## config.mk

```make
export PLATFORM = sky130hd
export DESIGN_NAME = json_string_unescape_top
export DESIGN_NICKNAME = d
export VERILOG_FILES = /design/src/rtl/core/jsu_pkg.sv /design/src/rtl/core/jsu_front.sv /design/src/rtl/core/jsu_queue.sv /design/src/rtl/core/jsu_back.sv /design/src/rtl/core/json_string_unescape_top.sv
export SDC_FILE = /design/constraint.sdc
export NUM_CORES = 1
export LEC_CHECK = 0
export ABC_AREA = 0
export BUFFER_PORTS_ARGS = -buffer_cell sky130_fd_sc_hd__buf_4
export CAP_MARGIN = 20
export CORE_MARGIN = 1.5
export CORE_UTILIZATION = 45
export CTS_CLUSTER_DIAMETER = 50
export DETAILED_ROUTE_END_ITERATION = 8
export GPL_TIMING_DRIVEN = 0
export PLACE_DENSITY = 0.58
export SYNTH_ARGS = -nofsm -noshare
export SYNTH_HDL_FRONTEND = slang
export SYNTH_SLANG_ARGS = --single-unit
```

## constraint.sdc

```tcl
create_clock -name clk -period 7.9 [get_ports clk]
set_input_delay 0.79 -clock clk [delete_from_list [all_inputs] [get_ports clk]]
set_output_delay 0.79 -clock clk [all_outputs]
set_load 0.05 [all_outputs]
```

## src/rtl/core/jsu_pkg.sv

```systemverilog
package jsu_pkg;

    // default depth of the queue between front and back
    localparam int QUEUE_DEPTH = 4;

    localparam int CP_W = 21;

    // kinds of result transaction
    typedef enum logic [1:0] {
        KIND_DATA  = 2'd0,
        KIND_END   = 2'd1,
        KIND_ERROR = 2'd2
    } kind_t;

    // error codes
    typedef enum logic [2:0] {
        ERR_NO_QUOTE   = 3'd0,
        ERR_CONTROL    = 3'd1,
        ERR_BAD_ESCAPE = 3'd2,
        ERR_BAD_HEX    = 3'd3,
        ERR_LONE_LOW   = 3'd4,
        ERR_MISSING_U  = 3'd5,
        ERR_BAD_LOW    = 3'd6,
        ERR_ENDED      = 3'd7
    } err_t;

    // commands handed from the front to the back
    typedef enum logic [1:0] {
        OP_BYTE       = 2'd0,
        OP_CODE_POINT = 2'd1,
        OP_END        = 2'd2,
        OP_ERROR      = 2'd3
    } op_t;

    typedef struct packed {
        op_t              op;
        logic [CP_W-1:0]  cp;
        err_t             code;
    } cmd_t;

endpackage

```

## src/rtl/core/jsu_front.sv

```systemverilog
module jsu_front (
    input  logic          clk,
    input  logic          rst_n,
    input  logic          accept,
    input  logic [7:0]    data_byte,
    input  logic          end_of_input,
    output logic          push,
    output jsu_pkg::cmd_t cmd
);
    import jsu_pkg::*;

    typedef enum logic [2:0] {
        PH_IDLE    = 3'd0,
        PH_STRING  = 3'd1,
        PH_ESCAPE  = 3'd2,
        PH_HEX1    = 3'd3,
        PH_WANT_BS = 3'd4,
        PH_WANT_U  = 3'd5,
        PH_HEX2    = 3'd6
    } phase_t;

    phase_t      phase_reg, phase_next;
    logic [1:0]  digit_count_reg, digit_count_next;
    logic [15:0] hex_accum_reg, hex_accum_next;
    logic [9:0]  high_bits_reg, high_bits_next;

    logic        hex_ok;
    logic [3:0]  hex_digit;
    logic [15:0] hex_full;

    // hex digit decode
    always_comb
    begin
        hex_ok    = 1'b1;
        hex_digit = 4'd0;
        if (data_byte inside {["0":"9"]})
        begin
            hex_digit = 4'(data_byte - 8'h30);
        end
        else if (data_byte inside {["a":"f"]})
        begin
            hex_digit = 4'(data_byte - 8'h57);
        end
        else if (data_byte inside {["A":"F"]})
        begin
            hex_digit = 4'(data_byte - 8'h37);
        end
        else
        begin
            hex_ok = 1'b0;
        end
    end

    assign hex_full = {hex_accum_reg[11:0], hex_digit};

    // parser step for one accepted byte
    always_comb
    begin
        phase_next       = phase_reg;
        digit_count_next = digit_count_reg;
        hex_accum_next   = hex_accum_reg;
        high_bits_next   = high_bits_reg;
        push             = 1'b0;
        cmd.op           = OP_BYTE;
        cmd.cp           = CP_W'(data_byte);
        cmd.code         = ERR_NO_QUOTE;

        if (end_of_input)
        begin
            push     = 1'b1;
            cmd.op   = OP_ERROR;
            cmd.code = (phase_reg == PH_IDLE || phase_reg > PH_HEX2) ? ERR_NO_QUOTE
                                                                      : ERR_ENDED;
        end
        else
        begin
            case (phase_reg)
                PH_STRING:
                begin
                    if (data_byte == "\"")
                    begin
                        push       = 1'b1;
                        cmd.op     = OP_END;
                        phase_next = PH_IDLE;
                    end
                    else if (data_byte < 8'h20)
                    begin
                        push     = 1'b1;
                        cmd.op   = OP_ERROR;
                        cmd.code = ERR_CONTROL;
                    end
                    else if (data_byte == "\\")
                    begin
                        phase_next = PH_ESCAPE;
                    end
                    else
                    begin
                        push = 1'b1;
                    end
                end
                PH_ESCAPE:
                begin
                    push       = 1'b1;
                    phase_next = PH_STRING;
                    case (data_byte)
                        "\"", "\\", "/": cmd.cp = CP_W'(data_byte);
                        "b":             cmd.cp = CP_W'(8'h08);
                        "f":             cmd.cp = CP_W'(8'h0C);
                        "n":             cmd.cp = CP_W'(8'h0A);
                        "r":             cmd.cp = CP_W'(8'h0D);
                        "t":             cmd.cp = CP_W'(8'h09);
                        "u":
                        begin
                            push             = 1'b0;
                            phase_next       = PH_HEX1;
                            digit_count_next = 2'd0;
                            hex_accum_next   = 16'd0;
                        end
                        default:
                        begin
                            cmd.op   = OP_ERROR;
                            cmd.code = ERR_BAD_ESCAPE;
                        end
                    endcase
                end
                PH_WANT_BS:
                begin
                    if (data_byte == "\\")
                    begin
                        phase_next = PH_WANT_U;
                    end
                    else
                    begin
                        push     = 1'b1;
                        cmd.op   = OP_ERROR;
                        cmd.code = ERR_MISSING_U;
                    end
                end
                PH_WANT_U:
                begin
                    if (data_byte == "u")
                    begin
                        phase_next       = PH_HEX2;
                        digit_count_next = 2'd0;
                        hex_accum_next   = 16'd0;
                    end
                    else
                    begin
                        push     = 1'b1;
                        cmd.op   = OP_ERROR;
                        cmd.code = ERR_MISSING_U;
                    end
                end
                PH_HEX1, PH_HEX2:
                begin
                    if (!hex_ok)
                    begin
                        push     = 1'b1;
                        cmd.op   = OP_ERROR;
                        cmd.code = ERR_BAD_HEX;
                    end
                    else if (digit_count_reg != 2'd3)
                    begin
                        hex_accum_next   = hex_full;
                        digit_count_next = digit_count_reg + 2'd1;
                    end
                    else
                    begin
                        digit_count_next = 2'd0;
                        hex_accum_next   = 16'd0;
                        if (phase_reg == PH_HEX1)
                        begin
                            // high surrogate waits for its partner
                            if (hex_full[15:10] == 6'b110110)
                            begin
                                high_bits_next = hex_full[9:0];
                                phase_next     = PH_WANT_BS;
                            end
                            else if (hex_full[15:10] == 6'b110111)
                            begin
                                push     = 1'b1;
                                cmd.op   = OP_ERROR;
                                cmd.code = ERR_LONE_LOW;
                            end
                            else
                            begin
                                push       = 1'b1;
                                cmd.op     = OP_CODE_POINT;
                                cmd.cp     = CP_W'(hex_full);
                                phase_next = PH_STRING;
                            end
                        end
                        else
                        begin
                            if (hex_full[15:10] != 6'b110111)
                            begin
                                push     = 1'b1;
                                cmd.op   = OP_ERROR;
                                cmd.code = ERR_BAD_LOW;
                            end
                            else
                            begin
                                // join the pair into one code point
                                push           = 1'b1;
                                cmd.op         = OP_CODE_POINT;
                                cmd.cp         = CP_W'(21'h10000) +
                                                 CP_W'({high_bits_reg, hex_full[9:0]});
                                high_bits_next = 10'd0;
                                phase_next     = PH_STRING;
                            end
                        end
                    end
                end
                default:
                begin
                    // idle: skip blanks, wait for the opening quote
                    if (data_byte == "\"")
                    begin
                        phase_next = PH_STRING;
                    end
                    else if (!(data_byte == " " || data_byte == 8'h09 ||
                               data_byte == 8'h0D || data_byte == 8'h0A))
                    begin
                        push     = 1'b1;
                        cmd.op   = OP_ERROR;
                        cmd.code = ERR_NO_QUOTE;
                    end
                end
            endcase
        end

        // any error returns the parser to idle
        if (push && cmd.op == OP_ERROR)
        begin
            phase_next       = PH_IDLE;
            digit_count_next = 2'd0;
            hex_accum_next   = 16'd0;
            high_bits_next   = 10'd0;
        end

        if (!accept)
        begin
            push = 1'b0;
        end
    end

    // parser state
    always_ff @(posedge clk or negedge rst_n)
    begin
        if (!rst_n)
        begin
            phase_reg       <= PH_IDLE;
            digit_count_reg <= 2'd0;
            hex_accum_reg   <= 16'd0;
            high_bits_reg   <= 10'd0;
        end
        else if (accept)
        begin
            phase_reg       <= phase_next;
            digit_count_reg <= digit_count_next;
            hex_accum_reg   <= hex_accum_next;
            high_bits_reg   <= high_bits_next;
        end
    end

endmodule

```

## src/rtl/core/jsu_queue.sv

```systemverilog
module jsu_queue #(
    parameter int DEPTH = jsu_pkg::QUEUE_DEPTH
) (
    input  logic          clk,
    input  logic          rst_n,
    input  logic          push,
    input  jsu_pkg::cmd_t push_cmd,
    input  logic          pop,
    output jsu_pkg::cmd_t head_cmd,
    output logic          full,
    output logic          empty
);
    import jsu_pkg::*;

    localparam int AW = $clog2(DEPTH);
    localparam int CW = $clog2(DEPTH + 1);

    cmd_t          mem [DEPTH];
    logic [AW-1:0] wr_ptr_reg, rd_ptr_reg;
    logic [CW-1:0] count_reg;

    assign full     = (count_reg == CW'(DEPTH));
    assign empty    = (count_reg == '0);
    assign head_cmd = mem[rd_ptr_reg];

    // storage
    always_ff @(posedge clk)
    begin
        if (push)
        begin
            mem[wr_ptr_reg] <= push_cmd;
        end
    end

    // pointers and fill count
    always_ff @(posedge clk or negedge rst_n)
    begin
        if (!rst_n)
        begin
            wr_ptr_reg <= '0;
            rd_ptr_reg <= '0;
            count_reg  <= '0;
        end
        else
        begin
            if (push)
            begin
                wr_ptr_reg <= (wr_ptr_reg == AW'(DEPTH - 1)) ? '0 : wr_ptr_reg + AW'(1);
            end
            if (pop)
            begin
                rd_ptr_reg <= (rd_ptr_reg == AW'(DEPTH - 1)) ? '0 : rd_ptr_reg + AW'(1);
            end
            if (push && !pop)
            begin
                count_reg <= count_reg + CW'(1);
            end
            else if (pop && !push)
            begin
                count_reg <= count_reg - CW'(1);
            end
        end
    end

endmodule

```

## src/rtl/core/jsu_back.sv

```systemverilog
module jsu_back (
    input  logic          clk,
    input  logic          rst_n,
    input  jsu_pkg::cmd_t head_cmd,
    input  logic          head_valid,
    output logic          pop,
    output logic          out_valid,
    input  logic          out_ready,
    output jsu_pkg::kind_t out_kind,
    output logic [7:0]    out_value,
    output jsu_pkg::err_t out_code,
    output logic          out_last
);
    import jsu_pkg::*;

    logic [1:0] idx_reg;
    logic [1:0] last_idx;
    logic       load;
    kind_t      kind_next;
    logic [7:0] value_next;
    err_t       code_next;
    logic       last_next;
    logic [CP_W-1:0] cp;

    logic       valid_reg;
    kind_t      kind_reg;
    logic [7:0] value_reg;
    err_t       code_reg;
    logic       last_reg;

    assign cp   = head_cmd.cp;
    assign load = head_valid && (!valid_reg || out_ready);
    assign pop  = load && (idx_reg == last_idx);

    // index of the last result transaction for the head command
    always_comb
    begin
        last_idx = 2'd0;
        if (head_cmd.op == OP_CODE_POINT)
        begin
            if (cp <= CP_W'(21'h7F))
            begin
                last_idx = 2'd0;
            end
            else if (cp <= CP_W'(21'h7FF))
            begin
                last_idx = 2'd1;
            end
            else if (cp <= CP_W'(21'hFFFF))
            begin
                last_idx = 2'd2;
            end
            else
            begin
                last_idx = 2'd3;
            end
        end
    end

    // one utf-8 byte or one end or error result
    always_comb
    begin
        kind_next  = KIND_DATA;
        value_next = 8'd0;
        code_next  = ERR_NO_QUOTE;
        last_next  = (idx_reg == last_idx);
        case (head_cmd.op)
            OP_BYTE:
            begin
                value_next = cp[7:0];
            end
            OP_END:
            begin
                kind_next = KIND_END;
            end
            OP_ERROR:
            begin
                kind_next = KIND_ERROR;
                code_next = head_cmd.code;
            end
            default:
            begin
                case ({last_idx, idx_reg})
                    4'b00_00: value_next = cp[7:0];
                    4'b01_00: value_next = {3'b110, cp[10:6]};
                    4'b01_01: value_next = {2'b10, cp[5:0]};
                    4'b10_00: value_next = {4'b1110, cp[15:12]};
                    4'b10_01: value_next = {2'b10, cp[11:6]};
                    4'b10_10: value_next = {2'b10, cp[5:0]};
                    4'b11_00: value_next = {5'b11110, cp[20:18]};
                    4'b11_01: value_next = {2'b10, cp[17:12]};
                    4'b11_10: value_next = {2'b10, cp[11:6]};
                    4'b11_11: value_next = {2'b10, cp[5:0]};
                    default:  value_next = 8'd0;
                endcase
            end
        endcase
    end

    // byte index within the current command
    always_ff @(posedge clk or negedge rst_n)
    begin
        if (!rst_n)
        begin
            idx_reg <= 2'd0;
        end
        else if (load)
        begin
            idx_reg <= pop ? 2'd0 : idx_reg + 2'd1;
        end
    end

    // output register
    always_ff @(posedge clk or negedge rst_n)
    begin
        if (!rst_n)
        begin
            valid_reg <= 1'b0;
        end
        else if (load)
        begin
            valid_reg <= 1'b1;
        end
        else if (out_ready)
        begin
            valid_reg <= 1'b0;
        end
    end

    always_ff @(posedge clk)
    begin
        if (load)
        begin
            kind_reg  <= kind_next;
            value_reg <= value_next;
            code_reg  <= code_next;
            last_reg  <= last_next;
        end
    end

    assign out_valid = valid_reg;
    assign out_kind  = kind_reg;
    assign out_value = value_reg;
    assign out_code  = code_reg;
    assign out_last  = last_reg;

endmodule

```

## src/rtl/core/json_string_unescape_top.sv

```systemverilog
// channel  | direction | tdata                              | tuser          | tlast
// s_axis   | in        | [7:0] data_byte                    | end_of_input   | -
// m_axis   | out       | [7:0] value, [10:8] error_code     | [1:0] kind     | last
//
// one input byte is taken per cycle while the command queue has room
// a byte gives up to four result transactions, sent one per cycle while m_axis_tready
// is high, so the long-run rate is set by the output register: one result per cycle
// reset is asynchronous and active low; the parser returns to idle
// a stalled output fills the queue, after which s_axis_tready drops
module json_string_unescape_top #(
    parameter int QUEUE_DEPTH = jsu_pkg::QUEUE_DEPTH
) (
    input  logic        clk,
    input  logic        rst_n,
    input  logic        s_axis_tvalid,
    output logic        s_axis_tready,
    input  logic [7:0]  s_axis_tdata,   // [7:0] data_byte
    input  logic        s_axis_tuser,   // [0] end_of_input
    output logic        m_axis_tvalid,
    input  logic        m_axis_tready,
    output logic [15:0] m_axis_tdata,   // [7:0] value, [10:8] error_code, rest zero
    output logic [1:0]  m_axis_tuser,   // [1:0] kind
    output logic        m_axis_tlast
);
    import jsu_pkg::*;

    logic  accept;
    logic  push;
    cmd_t  push_cmd;
    cmd_t  head_cmd;
    logic  full;
    logic  empty;
    logic  pop;
    kind_t out_kind;
    logic [7:0] out_value;
    err_t  out_code;

    assign s_axis_tready = !full;
    assign accept        = s_axis_tvalid && !full;

    // front: parse and classify
    jsu_front u_front (
        .clk          (clk),
        .rst_n        (rst_n),
        .accept       (accept),
        .data_byte    (s_axis_tdata),
        .end_of_input (s_axis_tuser),
        .push         (push),
        .cmd          (push_cmd)
    );

    // command queue
    jsu_queue #(
        .DEPTH (QUEUE_DEPTH)
    ) u_queue (
        .clk      (clk),
        .rst_n    (rst_n),
        .push     (push),
        .push_cmd (push_cmd),
        .pop      (pop),
        .head_cmd (head_cmd),
        .full     (full),
        .empty    (empty)
    );

    // back: utf-8 encode and send
    jsu_back u_back (
        .clk        (clk),
        .rst_n      (rst_n),
        .head_cmd   (head_cmd),
        .head_valid (!empty),
        .pop        (pop),
        .out_valid  (m_axis_tvalid),
        .out_ready  (m_axis_tready),
        .out_kind   (out_kind),
        .out_value  (out_value),
        .out_code   (out_code),
        .out_last   (m_axis_tlast)
    );

    assign m_axis_tdata = {5'd0, out_code, out_value};
    assign m_axis_tuser = out_kind;

endmodule

```

* Yosys cells after proc, flatten, opt, wreduce, memory -nomap -nowiden
Memories as Yosys holds them, arrays and structs flattened.
Index checks and enable logic that the tools add are counted.
** Cells by class
- $add $sub $neg :: 10
- Divide/modulo/power cells :: 0
- Shift-type cells :: 0
- Multiplexer cells :: 103
- Multipliers :: 0
- $lt $le $gt $ge :: 11
- Equal/unequal tests :: 53
- Reduce and logical (&&, ||, !) cells :: 38
- Bitwise gates (word level) :: 0
** Operators with widths (number)
- $mux 10 :: 8
- $mux 26 :: 3
- $mux 3 :: 24
- $mux 21 :: 3
- $mux 12 :: 5
- $eq 8x7->1 const B :: 7
- $pmux 8 s7 :: 1
- $mux 2 :: 24
- $pmux 21 s2 :: 1
- $pmux 8 s5 :: 1
- $pmux 3 s5 :: 2
- $eq 4x4->1 const B :: 7
- $eq 8x4->1 const B :: 3
- $eq 8x6->1 const B :: 3
- $pmux 12 s2 :: 1
- $add 17x20->21 const A :: 1
- $le 21x11->1 const B :: 1
- $le 21x16->1 const B :: 1
- $le 21x7->1 const B :: 1
- $mux 1 :: 21
- $ge 8x7->1 const B :: 2
- $le 8x7->1 const B :: 2
- $mux 16 :: 1
- $pmux 8 s2 :: 1
- 45 further kinds :: 91
** Word-level totals
- Bits in latches :: 0
- Bits of input ports :: 13
- Word-level logic and storage cells :: 229
- Bits in registers :: 51
- Memory bits (read-only) :: 0
- Output and inout bits :: 21
- Bits in writable memories :: 104
- Memories :: 1
** Memories
- u_queue.mem :: depth 4, bits a word 26, read ports 1, clocked after Yosys merged registers in 0, write ports 1, line jsu_queue.sv:18 : cmd_t mem [DEPTH];

* Depth between registers and ports, before layout
Gate-level depths: netlist (run 1).
- Depth after elaboration :: 16
- Depth in mapped cells :: 15
- Mapped depth without buffers :: 13

* Hierarchy
A second synthesis (run 1) with hierarchy kept.
** Second synthesis, totals
- Cells, all modules :: 587
- Area total of the unflattened synthesis :: 7868.8 um2
** Modules (own cells, without submodules)
- jsu_queue :: cells each 173, seq. area each 3298.2 um2, instances 1, area each 4215.3 um2
- jsu_front :: cells each 274, seq. area each 675.6 um2, instances 1, area each 2363.5 um2
- jsu_back :: cells each 131, seq. area each 495.5 um2, instances 1, area each 1234.9 um2
- json_string_unescape_top :: cells each 9, seq. area each 0.0 um2, instances 1, area each 55.1 um2

* Least setup slack after synthesis (run 1)
OpenSTA, ideal clock, no wires.
- Path kind :: reg2reg
- Start :: reg u_queue.rd_ptr_reg[0]
- End :: reg u_queue.count_reg[2]
- Clock period less this slack :: 3.664 ns
- Arrival :: 3.585 ns
- Buffers on the path :: 1
- Required time :: 7.821 ns
- Stages on the path, launching flop included :: 14
- Setup time :: 0.079 ns
- Setup slack :: 4.236 ns
- Cell sequence :: dfrtp_1 -> buf_2 -> mux4_2 -> or4_1 -> o31ai_4 -> mux2_2 -> and2_1 -> inv_1 -> ha_1 -> inv_1 -> fa_1 -> xor2_1 -> nor2_1 -> xor2_1
** Between the ends
- Word-level cells in the longest chain between the ends :: 11
- Elaborated cells on any way between the ends :: 16
- Those cells by class :: 3 x order compare; 2 x eq/ne; 5 x mux; 5 x reduce/logical; 1 x memory
** RTL lines
- start: declaration :: line jsu_queue.sv:19 : logic [AW-1:0] wr_ptr_reg, rd_ptr_reg;
- start signal: assignment :: line jsu_queue.sv:52 : rd_ptr_reg <= (rd_ptr_reg == AW'(DEPTH - 1)) ? '0 : rd_ptr_reg + AW'(1);
- $mem_v2 4x26 (*)
- $le 21x16->1 :: line jsu_back.sv:49 : else if (cp <= CP_W'(21'hFFFF))
- $mux 1 :: line jsu_back.sv:49
- $mux 2 :: line jsu_back.sv:45 : else if (cp <= CP_W'(21'h7FF))
- $mux 2 :: line jsu_back.sv:41 : if (cp <= CP_W'(21'h7F))
- $mux 2 (*) :: line jsu_back.sv:39 : if (head_cmd.op == OP_CODE_POINT)
- $eq 2x2->1 (*)
- via u_back.last_next :: line jsu_back.sv:22 : logic last_next;
- $logic_and 1x1->1 (*) :: line jsu_back.sv:33 : assign pop = load && (idx_reg == last_idx);
- $logic_not 1->1 :: line jsu_queue.sv:54 : if (push && !pop)
- $logic_and 1x1->1 :: line jsu_queue.sv:54
- $mux 3 or $reduce_bool 2->1 (tied branches)
- end signal: assignment :: line jsu_queue.sv:56 : count_reg <= count_reg + CW'(1);
- end signal: assignment :: line jsu_queue.sv:60 : count_reg <= count_reg - CW'(1);
- end: declaration :: line jsu_queue.sv:20 : logic [CW-1:0] count_reg;
The timed path passes the listed nets; every way through them passes the cells marked *.
A chain may end at the register's enable or synchronous reset.

* Worst setup path in the final report (run 1)
Ends and elaborated chain as after synthesis.

==> flow_summary.ini, run 1 <==
[outcome]
status = complete, no violations

[placed_design]
io_buffers = 24
placed_area_mm2 = 0.00838
gp_congestion = 0.915
place_ws_ps = 3540
dp_cells = 857
place_hpwl_um = 13100

[cells_and_area]
final_cell_count_no_fill = 889
utilization_pct = 52.0
largest_reg_flops = 104
nets = 682
fin_area_mm2 = 0.00894
syn_to_final_growth_pct = 13.8
drive_above_1_share_pct = 20.5
diodes = 0

[timing]
slew_viol_final = 0
finalSetupViolCount = 0
finalHoldViolations = 0
worst_pin_slew_ps = 951
hold-worst-slack_ps = 343
fin_crit_sh_pct = 53.2
setup_tns_ps = 0
fin_ws_ps = 3690
fin_skew_ps = 9.74
max_freq_mhz = 238
slew-limit-headroom_pct = 36.3
period_needed_ps = 4210
rsz0062_at_grt = false

[yosys]
synth_xor_area_share_pct = 0.780
synth-seq-cells = 155
yosysWarnings = 0
synth_top_family_by_area = simple AND/OR/NAND/NOR gates
synthMuxAreaShare_pct = 10.8
synthAdderAreaFrac_pct = 3.09
synth_edf_count = 118
synth_largest_area_cell = edfxtp_1
synth_cell_types = 83
synth_area_mm2 = 0.00786
synthArstFlopShare_pct = 23.9
synth_cells = 602
postSynthAreaPerCell_um2 = 13.1
synth_compound_area_share_pct = 12.3
synthSimpleGateAreaFrac_pct = 12.4
synth.top_cell.area_share_pct = 45.1
synth_seq_area_share_pct = 56.9
synth_area_leaders = edfxtp_1 45%, dfrtp_1 12%, mux4_2 7.2%
synth_flop_cell = edfxtp_1

[power]
report.power.total_mw = 2.97
power.density_mw_per_mm2 = 332
p_leak_nw = 3.27
peakVddDrop_mv = 0.211

[flow_run]
cap_violations = 0

[route]
num_vias = 5277
routed_wirelength_um = 18200
drt_iter0_markers = 332
post_drt_wl_per_cell_um = 20.4
drc = 0
ant_nets = 0
vias_per_cell = 5.94
first_pass_iters = 4

[clock_tree]
clock-root-buffer = clkbuf_16
cts_hold_buffers = 0
ctsResizeCount = 0
clockBufferDepth = 2
clock_latency_ps = 430
path_clk_slew_ps = 70
cts_sinks = 155
cts_setup_buffers = 0
cts_tree = yes
numCtsBuffers = 17
htreeDepth = 4

[setup_path]
slowest_stage = mux4_2
crit_type = reg -> reg
critical_path.max_fanout = 10
critPathMaxStageDelay_ps = 600
crit_arrival_ps = 4560
worstSetupStartpointType = flop
endpoint_kind = flop
crit_family = multiplexers
cp_num_buf_inv = 3
crit_chain = buf_2 -> mux4_2 -> nor3_2 -> nand2_1 -> o31ai_4 -> mux2_2 -> and2_1 -> inv_1 -> ha_1 -> inv_1 -> fa_1 -> xor2_1 -> nor2_1 -> xor2_1
cp.required_ps = 8250

[die]
dieArea_mm2 = 0.0183
coreArea_mm2 = 0.0172
initial_core_util_pct = 45.7
pin_count = 34
die_w_um = 135
fp-row-count = 48
die_h_um = 135

[global_route]
grt_pass1_wl_um = 28700
grt_max_degree = 38
grt_usage_pct = 21.2
antenna_found_initial = 0
grt_pass1_vias = 5221
grt_overflow = 0

[min_path]
min_path_type = in -> async
## layout by cell type (no fill, tap or decap), types with 4 or more instances in the layout
cell       count
and3_1        12
and2_1        12
mux2_2         5
clkbuf_16     17
nor2_1        43
buf_2          7
mux2i_1        6
a31oi_1        8
mux2_4        10
xor2_1         4
a21oi_1       18
nor2b_1        9
o21ai_0       26
edfxtp_1     118
mux4_2        25
a2bb2oi_1      5
a21o_1         6
nand2_1       43
buf_4         30
a22oi_1        5
a22o_1        15
inv_1         27
or3_1          4
clkbuf_1      17
conb_1         5
dfrtp_1       37
inv_8          4
nand3_1       17
a211oi_1       4
o31ai_1        5
nor3_1        12
ha_1          17
## kinds of logic after synthesis
kind of cell             Yosys count
multiplexers                      48
buffers and inverters             62
XOR/XNOR                           7
adder cells (fa/ha/maj)           19
AND/OR/NAND/NOR                  183
other                              1
AO/OA/AOI/OAI                    127
flip-flops                       155
## power by group
group          switching, mW  internal [mW]  total, mW
registers             0.0552           1.08       1.13
clock network          0.351          0.414      0.764
logic                  0.673          0.396       1.07
## final timing paths
kind                                         to  slack [ps]                  start  depth (start not counted)
max in group asynchronous  u_front.phase_reg[0]        7160                  rst_n                          1
min in group clk               u_back.out_valid         510       u_back.out_valid                          2
max                        u_queue.count_reg[2]        3690  u_queue.rd_ptr_reg[0]                         14
min reg2reg                    u_back.out_valid         510       u_back.out_valid                          2
max reg2reg                u_queue.count_reg[2]        3690  u_queue.rd_ptr_reg[0]                         14
min                           u_back.idx_reg[1]         340                  rst_n                          1
## synthesized netlist by cell type, types with 10 or more instances
| cell | number |
|---|---|
| a21oi_1 | 18 |
| a22o_1 | 15 |
| and2_1 | 14 |
| and3_1 | 12 |
| clkbuf_1 | 17 |
| dfrtp_1 | 37 |
| edfxtp_1 | 118 |
| ha_1 | 17 |
| inv_1 | 27 |
| mux2_4 | 10 |
| mux4_2 | 25 |
| nand2_1 | 43 |
| nand3_1 | 17 |
| nor2_1 | 43 |
| nor3_1 | 12 |
| o21ai_0 | 26 |
## per-layer routing
layer / wire length (um) / vias up / GRT usage, %
met2: 8930 / 185 / 34.8
met5: 0 / - / 0
met1: 7900 / 2648 / 27.5
met3: 851 / 35 / 4.04
li1: - / 2409 / -
met4: 499 / 0 / 9.08
## final cells by class
class                           count  area (um2)
Fill cell                        1496        8240
Timing Repair Buffer               26         223
Tap cell                          225         282
Clock inverter                     15         134
Multi-Input combinational cell    389        3120
Sequential cell                   155        4470
Clock buffer                       17         425
Inverter                           27         101
Buffer                             35         185
Note: power is estimated with default switching activity, not from simulation.
==> run 2, diff against run 1 <==
==> constraint.sdc (replaced) <==
create_clock -name clk -period 4.1 [get_ports clk]
set_input_delay 0.41 -clock clk [delete_from_list [all_inputs] [get_ports clk]]
set_output_delay 0.41 -clock clk [all_outputs]
set_load 0.05 [all_outputs]
==> flow_summary.ini, run 2 (synthesized netlist as in run 1, its figures left out) <==
[outcome]
status = complete, no violations

[die]
pin_count = 34
initial_core_util_pct = 45.7
dieArea_mm2 = 0.0183
die_h_um = 135
coreArea_mm2 = 0.0172
die_w_um = 135
fp-row-count = 48

[route]
post_drt_wl_per_cell_um = 20.5
drt_iter0_markers = 347
drc = 0
first_pass_iters = 5
routed_wirelength_um = 18200
num_vias = 5277
vias_per_cell = 5.92
ant_nets = 0

[cells_and_area]
diodes = 0
final_cell_count_no_fill = 891
nets = 684
layout_common_cells = 118 x edfxtp_1, 42 x nand2_1, 42 x nor2_1
syn_to_final_growth_pct = 14.5
drive_above_1_share_pct = 21.2
layout_commonest_cell = edfxtp_1
largest_reg_flops = 104

[clock_tree]
path_clk_slew_ps = 70
numCtsBuffers = 17
cts_sinks = 155
clockBufferDepth = 2
clock_latency_ps = 430
htreeDepth = 4
cts_tree = yes
clock-root-buffer = clkbuf_16

[timing]
max_freq_mhz = 258
rsz0062_at_grt = false
period_needed_ps = 3880
finalSetupViolCount = 0
finalHoldViolations = 0
slew-limit-headroom_pct = 39.0
worst_pin_slew_ps = 909
fin_crit_sh_pct = 94.7
slew_viol_final = 0
fin_skew_ps = 8.92
fin_ws_ps = 219
hold-worst-slack_ps = 240

[global_route]
grt_pass1_vias = 5224
grt_pass1_wl_um = 28700
antenna_found_initial = 0
grt_max_degree = 38
grt_usage_pct = 21.2
grt_overflow = 0

[power]
p_leak_nw = 3.29
peakVddDrop_mv = 0.406
power.density_mw_per_mm2 = 641
report.power.total_mw = 5.76

[setup_path]
endpoint_kind = flop
cp.required_ps = 4450
crit_arrival_ps = 4230
worstSetupStartpointType = flop
critical_path.max_fanout = 10
crit_type = reg -> reg

[min_path]
min_path_type = in -> reg

[placed_design]
dp_cells = 857
place_ws_ps = -154
gp_congestion = 0.915
place_hpwl_um = 13100
io_buffers = 24

[flow_run]
cap_violations = 0
## run 2: cell types whose count changed in the layout (fill, tap and decap cells not counted), sizes merged
cell         before  now
dlygate4sd3       0    1
clkbuf           34   35
## run 2: final timing paths
| check | from | end | slack, ps | depth (start not counted) |
|---|---|---|---|---|
| max in group asynchronous | rst_n | u_queue.rd_ptr_reg[0] | 3190 | 2 |
| min | m_axis_tready | u_back.out_valid | 240 | 4 |
| max reg2reg | u_queue.rd_ptr_reg[0] | u_queue.count_reg[2] | 220 | 13 |
| min in group asynchronous | rst_n | u_back.idx_reg[1] | 510 | 2 |
| min reg2reg | u_back.out_valid | u_back.out_valid | 510 | 2 |
| max | u_queue.rd_ptr_reg[0] | u_queue.count_reg[2] | 220 | 13 |
## run 2: worst max-delay path, cell delays in order, from the launching register on
cell and delay, ps:
dfrtp_2 410, buf_12 160, mux4_2 570, or4_1 610
o31ai_4 330, mux2_2 420, and2_1 210, inv_1 70
ha_1 170, inv_1 60, fa_1 380, xor2_1 150
nor2_1 120, xor2_1 140
## run 2: per-layer routing
| layer | GRT usage [%] | wire length (um) | up-vias |
|---|---|---|---|
| met3 | 4.04 | 947 | 28 |
| met2 | 34.9 | 8970 | 193 |
| met5 | 0 | 0 | - |
| met1 | 27.5 | 7890 | 2645 |
| met4 | 9.08 | 431 | 0 |
| li1 | - | - | 2411 |
## run 2: cell type report
cell class | instances | area [um2]
Sequential cell | 155 | 4470
Tap cell | 225 | 282
Inverter | 27 | 101
Timing Repair Buffer | 28 | 240
Buffer | 35 | 205
Multi-Input combinational cell | 389 | 3130
Clock buffer | 17 | 425
Clock inverter | 15 | 134
Fill cell | 1494 | 8180
## run 2: timing repair
item / in CTS / in global routing
hold buffers: 1 / 0
gates resized for setup: 3 / 8
buffers inserted: 0 / 1
hold endpoints to repair: 19 / 0
setup endpoints to repair: 2 / 2
pin swaps: 0 / 1
## run 2: report_power, final
part	internal, mW	total [mW]	switching (mW)
clock	0.797	1.47	0.675
combinational	0.800	2.11	1.31
sequential	2.07	2.18	0.108
## run 2: per-stage QoR
step	cell area [um2]	util (%)	setup TNS, ps
detailed placement	8380	48.8	-252
CTS	8960	52.2	0
finish	8990	52.4	0
global placement	8330	48.5	-20850
floorplan	7870	-	0
global route	8990	52.4	0
